File: config.mk
export PLATFORM = sky130hd
export DESIGN_NAME = interrupt_line_allocator_top
export DESIGN_NICKNAME = d
export VERILOG_FILES = /design/src/hdl/ila_pkg.sv /design/src/hdl/interrupt_line_allocator_top.sv
export SDC_FILE = /design/constraint.sdc
export NUM_CORES = 1
export LEC_CHECK = 0
export BUFFER_PORTS_ARGS = -buffer_cell sky130_fd_sc_hd__buf_4
export CAP_MARGIN = 20
export CELL_PAD_IN_SITES_DETAIL_PLACEMENT = 2
export CELL_PAD_IN_SITES_GLOBAL_PLACEMENT = 2
export CORE_UTILIZATION = 42
export DETAILED_ROUTE_END_ITERATION = 7
export PLACE_DENSITY = 0.83
export SYNTH_ARGS = -nofsm -noshare
export SYNTH_HDL_FRONTEND = slang
export SYNTH_SLANG_ARGS = --single-unit
File: constraint.sdc
create_clock -name clk -period 6.8 [get_ports clk]
set_input_delay 0.68 -clock clk [delete_from_list [all_inputs] [get_ports clk]]
set_output_delay 0.68 -clock clk [all_outputs]
set_load 0.01 [all_outputs]
File: src/hdl/ila_pkg.sv
// ----------------------------------------------------------------------------
// ila_pkg
// shared types and constants for the interrupt line allocator
// ----------------------------------------------------------------------------
`default_nettype none

package ila_pkg;

    localparam int LINE_COUNT = 16;
    localparam int LINE_W     = $clog2(LINE_COUNT);
    localparam int COUNT_W    = $clog2(LINE_COUNT + 1);

    localparam int IN_W  = 16;
    localparam int OUT_W = 32;

    localparam logic [7:0]            AUTO_REQUEST    = 8'hFF;
    localparam logic [LINE_COUNT-1:0] RESERVED_SET    = 16'h2005;
    localparam logic [LINE_COUNT-1:0] CASCADE_BIT     = 16'h0004;
    localparam logic [LINE_COUNT-1:0] RESET_MASK_WORD = 16'hFFFB;
    localparam logic [COUNT_W-1:0]    RESET_COUNT     = 5'd3;

    typedef enum logic [1:0] {
        CMD_ALLOCATE = 2'd0,
        CMD_FREE     = 2'd1,
        CMD_MASK     = 2'd2,
        CMD_UNMASK   = 2'd3
    } command_t;

    typedef enum logic [2:0] {
        ST_OK        = 3'd0,
        ST_RANGE     = 3'd1,
        ST_RESERVED  = 3'd2,
        ST_USED      = 3'd3,
        ST_NONE_FREE = 3'd4,
        ST_NOT_ALLOC = 3'd5
    } status_t;

    typedef struct packed {
        logic [5:0]  pad;
        logic [7:0]  line_request;
        command_t    command;
    } in_word_t;

    typedef struct packed {
        logic [3:0]            pad;
        logic [COUNT_W-1:0]    allocated_count;
        logic [LINE_COUNT-1:0] line_mask;
        logic [LINE_W-1:0]     granted_line;
        status_t               status;
    } out_word_t;

endpackage

`default_nettype wire

File: src/hdl/interrupt_line_allocator_top.sv
// ----------------------------------------------------------------------------
// interrupt_line_allocator_top
// allocate, free, mask and unmask sixteen interrupt lines, one word per command
// ----------------------------------------------------------------------------
//  channel   dir  width  contents
//  s_axis    in   16     command [1:0], line_request [9:2]
//  m_axis    out  32     status [2:0], granted_line [6:3], line_mask [22:7],
//                        allocated_count [27:23]
//
//  one command per cycle while results are taken; a word waits in the input register and
//  then lands in the result register with the line flags updated in the same cycle
//  a command passes the input register, then the result register, before its output handshake
//  reset marks lines 0, 2 and 13 used and masked, mask word 0xFFFB
//  a stalled result holds the input register, which holds s_axis_tready low
// ----------------------------------------------------------------------------
`default_nettype none

module interrupt_line_allocator_top
(
    input  wire logic        clk,
    input  wire logic        rst_n,

    input  wire logic        s_axis_tvalid,
    output logic             s_axis_tready,
    input  wire logic [15:0] s_axis_tdata,   // command, line_request

    output logic             m_axis_tvalid,
    input  wire logic        m_axis_tready,
    output logic [31:0]      m_axis_tdata    // status, granted_line, line_mask,
                                             // allocated_count
);

    localparam int N = ila_pkg::LINE_COUNT;
    localparam int LW = ila_pkg::LINE_W;
    localparam int CW = ila_pkg::COUNT_W;

    // input stage
    logic               in_valid_reg;
    ila_pkg::in_word_t  in_word_reg;

    // line state
    logic [N-1:0]       line_used_reg,   line_used_next;
    logic [N-1:0]       line_masked_reg, line_masked_next;
    logic [N-1:0]       mask_word_reg,   mask_word_next;
    logic [CW-1:0]      used_count_reg,  used_count_next;

    // result stage
    logic               out_valid_reg;
    ila_pkg::out_word_t out_word_reg, out_word_next;

    logic               advance;
    logic [7:0]         req;
    logic [LW-1:0]      line;
    logic [N-1:0]       line_bit;
    logic               in_range;
    logic               is_reserved;
    logic               is_used;
    logic [N-1:0]       free_set;
    logic [LW-1:0]      first_free;
    logic               any_free;
    logic [LW-1:0]      alloc_line;
    logic [N-1:0]       alloc_bit;
    ila_pkg::status_t   status;
    logic [LW-1:0]      granted;

    assign advance       = in_valid_reg && (!out_valid_reg || m_axis_tready);
    assign s_axis_tready = !in_valid_reg || advance;

    assign req         = in_word_reg.line_request;
    assign line        = req[LW-1:0];
    assign line_bit    = N'(1) << line;
    assign in_range    = (req < 8'(N));
    assign is_reserved = ila_pkg::RESERVED_SET[line];
    assign is_used     = line_used_reg[line];

    assign free_set = ~line_used_reg & ~ila_pkg::RESERVED_SET;
    assign any_free = |free_set;

    // lowest free line: scan from the top so the lowest hit wins
    always_comb
    begin
        first_free = '0;
        for (int i = N - 1; i >= 0; i--)
        begin
            if (free_set[i])
            begin
                first_free = LW'(i);
            end
        end
    end

    assign alloc_line = (req == ila_pkg::AUTO_REQUEST) ? first_free : line;
    assign alloc_bit  = N'(1) << alloc_line;

    always_comb
    begin
        line_used_next   = line_used_reg;
        line_masked_next = line_masked_reg;
        used_count_next  = used_count_reg;
        status           = ila_pkg::ST_OK;
        granted          = '0;

        case (in_word_reg.command)
            ila_pkg::CMD_ALLOCATE:
            begin
                if (req == ila_pkg::AUTO_REQUEST && !any_free)
                begin
                    status = ila_pkg::ST_NONE_FREE;
                end
                else if (req != ila_pkg::AUTO_REQUEST && !in_range)
                begin
                    status = ila_pkg::ST_RANGE;
                end
                else if (req != ila_pkg::AUTO_REQUEST && is_reserved)
                begin
                    status = ila_pkg::ST_RESERVED;
                end
                else if (req != ila_pkg::AUTO_REQUEST && is_used)
                begin
                    status = ila_pkg::ST_USED;
                end
                else
                begin
                    line_used_next   = line_used_reg | alloc_bit;
                    line_masked_next = line_masked_reg & ~alloc_bit;
                    used_count_next  = CW'(used_count_reg + CW'(1));
                    granted          = alloc_line;
                end
            end
            ila_pkg::CMD_FREE:
            begin
                if (!in_range)
                begin
                    status = ila_pkg::ST_RANGE;
                end
                else if (!is_used)
                begin
                    status = ila_pkg::ST_NOT_ALLOC;
                end
                else if (is_reserved)
                begin
                    status = ila_pkg::ST_RESERVED;
                end
                else
                begin
                    line_used_next   = line_used_reg & ~line_bit;
                    line_masked_next = line_masked_reg | line_bit;
                    used_count_next  = CW'(used_count_reg - CW'(1));
                end
            end
            ila_pkg::CMD_MASK:
            begin
                if (!in_range)
                begin
                    status = ila_pkg::ST_RANGE;
                end
                else
                begin
                    line_masked_next = line_masked_reg | line_bit;
                end
            end
            default:
            begin
                if (!in_range)
                begin
                    status = ila_pkg::ST_RANGE;
                end
                else if (is_reserved)
                begin
                    status = ila_pkg::ST_RESERVED;
                end
                else
                begin
                    line_masked_next = line_masked_reg & ~line_bit;
                end
            end
        endcase

        // every successful command goes through a mask or unmask
        if (status == ila_pkg::ST_OK)
        begin
            mask_word_next = line_masked_next | ila_pkg::CASCADE_BIT;
        end
        else
        begin
            mask_word_next = mask_word_reg;
        end
    end

    always_comb
    begin
        out_word_next                 = '0;
        out_word_next.status          = status;
        out_word_next.granted_line    = granted;
        out_word_next.line_mask       = mask_word_next;
        out_word_next.allocated_count = used_count_next;
    end

    always_ff @(posedge clk or negedge rst_n)
    begin
        if (!rst_n)
        begin
            in_valid_reg    <= 1'b0;
            out_valid_reg   <= 1'b0;
            line_used_reg   <= ila_pkg::RESERVED_SET;
            line_masked_reg <= ila_pkg::RESERVED_SET;
            mask_word_reg   <= ila_pkg::RESET_MASK_WORD;
            used_count_reg  <= ila_pkg::RESET_COUNT;
        end
        else
        begin
            if (s_axis_tready)
            begin
                in_valid_reg <= s_axis_tvalid;
            end
            if (advance)
            begin
                out_valid_reg   <= 1'b1;
                line_used_reg   <= line_used_next;
                line_masked_reg <= line_masked_next;
                mask_word_reg   <= mask_word_next;
                used_count_reg  <= used_count_next;
            end
            else if (m_axis_tready)
            begin
                out_valid_reg <= 1'b0;
            end
        end
    end

    always_ff @(posedge clk)
    begin
        if (s_axis_tready && s_axis_tvalid)
        begin
            in_word_reg <= ila_pkg::in_word_t'(s_axis_tdata);
        end
        if (advance)
        begin
            out_word_reg <= out_word_next;
        end
    end

    assign m_axis_tvalid = out_valid_reg;
    assign m_axis_tdata  = out_word_reg;

`ifndef NO_ASSERTIONS
    // the running count tracks the used flags
    a_count_matches: assert property (@(posedge clk) disable iff (!rst_n)
        used_count_reg == CW'($countones(line_used_reg)))
        else $error("used count out of step with used flags");

    // reserved lines never leave the used or masked set
    a_reserved_held: assert property (@(posedge clk) disable iff (!rst_n)
        ((line_used_reg & ila_pkg::RESERVED_SET) == ila_pkg::RESERVED_SET) &&
        ((line_masked_reg & ila_pkg::RESERVED_SET) == ila_pkg::RESERVED_SET))
        else $error("reserved line released or unmasked");

    // the cascade line reads as disabled once the mask word has been rebuilt
    a_cascade_masked: assert property (@(posedge clk) disable iff (!rst_n)
        (mask_word_reg == ila_pkg::RESET_MASK_WORD) ||
        ((mask_word_reg & ila_pkg::CASCADE_BIT) != '0))
        else $error("cascade bit clear in mask word");

    // a failed command grants no line
    a_grant_on_ok: assert property (@(posedge clk) disable iff (!rst_n)
        (m_axis_tvalid && out_word_reg.status != ila_pkg::ST_OK)
            |-> (out_word_reg.granted_line == '0))
        else $error("line granted on a failed command");

    // a processed command shows up as a result on the next cycle
    a_result_follows: assert property (@(posedge clk) disable iff (!rst_n)
        advance |=> m_axis_tvalid)
        else $error("processed command left no result");
`endif

endmodule

`default_nettype wire
==> metrics <==
clk slew on worst S/H paths about 0.070 ns; drt first pass iters 6; period utilisation layout around 58%; crit start category register; Reg-to-Reg Start req[0]; Die W between 100 and 150 µm; post-synthesis sequential element count just over 90; status finished with violations; CP arrival 4.06 ns; failing checks design-rule violations; post-CTS sizing 0; synthesized area per cell 11.2 µm²; number of flip-flops in the largest register 28; CTS Hold Bufs 0; DP HPWL approximately 11000 µm; Critical-path top delay cell edfxtp_1; placeable core area around 12000 µm²; CP Launch Point req[0]; Clock Path Buffers 2; # IOs 54; gpl congestion 0.856; final setup skew between 0.01 and 0.015 ns; Power Density 239 nW/µm²; nets@finish around 510; final setup fails 0; H-tree depth 3; Multi-input gate area ~2400 µm²; antenna cells 0; fillers 1182; Synth top area share around 22%; Setup WS post-layout ~2.8 ns; pin count of the biggest net entering global routing between 50 and 60; ratio of cells with drive above 1 in the final layout slightly below 30%; fmax between 200 and 300 MHz; Reg2Reg Setup Slack 2.84 ns; Via density roughly 6.2; Die Y 112 µm; crit path time final about 4.0 ns; yosys warns 0; crit path max fanout 21; Max-cap violations 0; initial antenna violation count 0; number of enable flip-flop cells after synthesis 38; initial drt markers 214; vias in the first global route around 4500; Post-synth top flop edfxtp_1; area delta synth->final 13.3%; CTS tree yes; Mapped Cells 455; post-DR wirelength/cell between 20 and 25 µm; utilization after layout 49.5%; Rel. slew slack ~31%; post-CTS setup buffers 0; Leakage Power 2.30 nW; Final Slew Violations 0; PortBufs 43; Mapped Area around 5000 µm²; floorplan row count 39; pre-CTS WS between 2 and 3 ns; RSZ-0062 raised after global routing false; Sum Neg Setup Slack 0 ns; Worst-Margin Slew around 1.0 ns; HP Class in -> async; Yosys top cell by area edfxtp_1; Overflow after GRT 0; Max VDD drop ~130 µV; cells along the critical path nand4_2, nor4_1, a22oi_1, a21oi_1, nor4b_2, o22ai_1, mux2_4; FF-to-FF path depth 7; async set-or-reset flop fraction in the synthesized netlist between 50 and 60%; synth top area cells edfxtp_1 22%, dfrtp_1 16%, dfstp_2 11%; register area share after synthesis approximately half; GRT Util Overall 26.2%; clk sinks 93; CTS Buf Count 9; Worst EP required slightly below 7 ns; first-pass GRT wire length ~25000 µm; Worst-Skew Late Latency ~0.36 ns; post-route ant nets 0; drc violations 5; endpoints failing hold 0; CP Class reg -> reg; CP Capture Type register; Die ar. 12500 µm²; CTS root buf clkbuf_16; Initial Util a little over two fifths; post-synth cell types 74; Storage cell area around 2500 µm²; critical path's largest stage delay 0.94 ns; via count approximately 4000; final WL approximately 15000 µm; crit path capture m_axis_tdata[19]; RR Endpoint m_axis_tdata[19]
[through the flow]
step | power, W | instance area (µm²) | std cells | hold slack [ns]
finish | 0.00138 | 5750 | 640 | 0.368
detailed placement | 0.000922 | 5480 | 623 | 0.483
global route | 0.00143 | 5750 | 640 | 0.434
floorplan | 0.000829 | 5090 | 458 | 0.384
CTS | 0.00139 | 5750 | 639 | 0.424
global placement | 0.000901 | 5480 | 623 | 0.441
[routing by layer]
layer | global-route usage, % | routed length (µm)
met2 | 45.8 | 7890
met1 | 30.9 | 6370
met3 | 4.35 | 690
met4 | 13.5 | 391
met5 | 0 | 0
[final cells by class]
cell class              instances  area share (%)
well taps                     143            3.11
flip-flops and latches         93            44.1
clock inverters                 4           0.435
inverters                      16            1.04
multi-input cells             327            41.3
clock buffers                  12            4.11
repair buffers                 45            5.87
[kinds of logic (layout without fill, tap and decap cells)]
kind of cell	after synthesis	count (layout)	share of synthesized area, %
AO/OA/AOI/OAI	114	114	15.7
XOR/XNOR	8	8	1.38
adder cells (fa/ha/maj)	2	2	0.493
buffers and inverters	38	77	3.74
flip-flops	93	93	50.0
multiplexers	51	51	11.9
other	1	4	0.0738
AND/OR/NAND/NOR	148	148	16.6
[Yosys cell counts, types with 7 or more instances]
cell type,number
a21oi_1,15
and2_1,7
clkbuf_1,8
dfrtp_1,32
dfstp_2,22
edfxtp_1,38
inv_1,15
mux2_2,25
mux2_4,9
mux2i_1,10
nand2_1,33
nand2b_1,13
nand3_1,12
nor2_1,25
nor3_1,9
nor4_1,10
o21ai_0,36
o21ai_1,8
or3_1,7
[worst min path at each step]
stage,from,to,slack [ns],cells past startpoint
finish,rst_n,used_count_reg[3],0.37,1
global placement,mask_word_reg[2],mask_word_reg[2],0.44,1
floorplan,rst_n,in_valid_reg,0.38,0
global route,rst_n,used_count_reg[3],0.43,1
detailed placement,line_used_reg[0],line_used_reg[0],0.48,2
CTS,rst_n,used_count_reg[3],0.42,1
[where the power goes]
part           internal [W]  total [W]  switching, W
Clock              0.000249   0.000465      0.000217
Combinational     0.0000891   0.000220      0.000131
Sequential         0.000651   0.000692     0.0000407
Total              0.000989    0.00138      0.000389
[worst max-delay path: cells and delay by family, from the launching register on]
family,cells,cell delay [ns]
muxes,1,0.30
AOI/OAI and AO/OA,3,1.17
and+or+nand+nor,3,1.30
DFF,1,0.94
[layout by cell type, fill, tap and decap left out, types with 6 or more instances in the layout]
cell type	count
buf_4	45
edfxtp_1	38
o21ai_0	36
nand2_1	33
dfrtp_1	32
nor2_1	25
mux2_2	25
dfstp_2	22
inv_1	15
a21oi_1	15
nand2b_1	13
nand3_1	12
mux2i_1	10
nor3_1	9
nor4_1	9
mux2_4	9
clkbuf_16	9
o21ai_1	8
and2_1	7
or3_1	7
o22ai_1	6
mux2_1	6
Power figures use the tool's default switching activity.
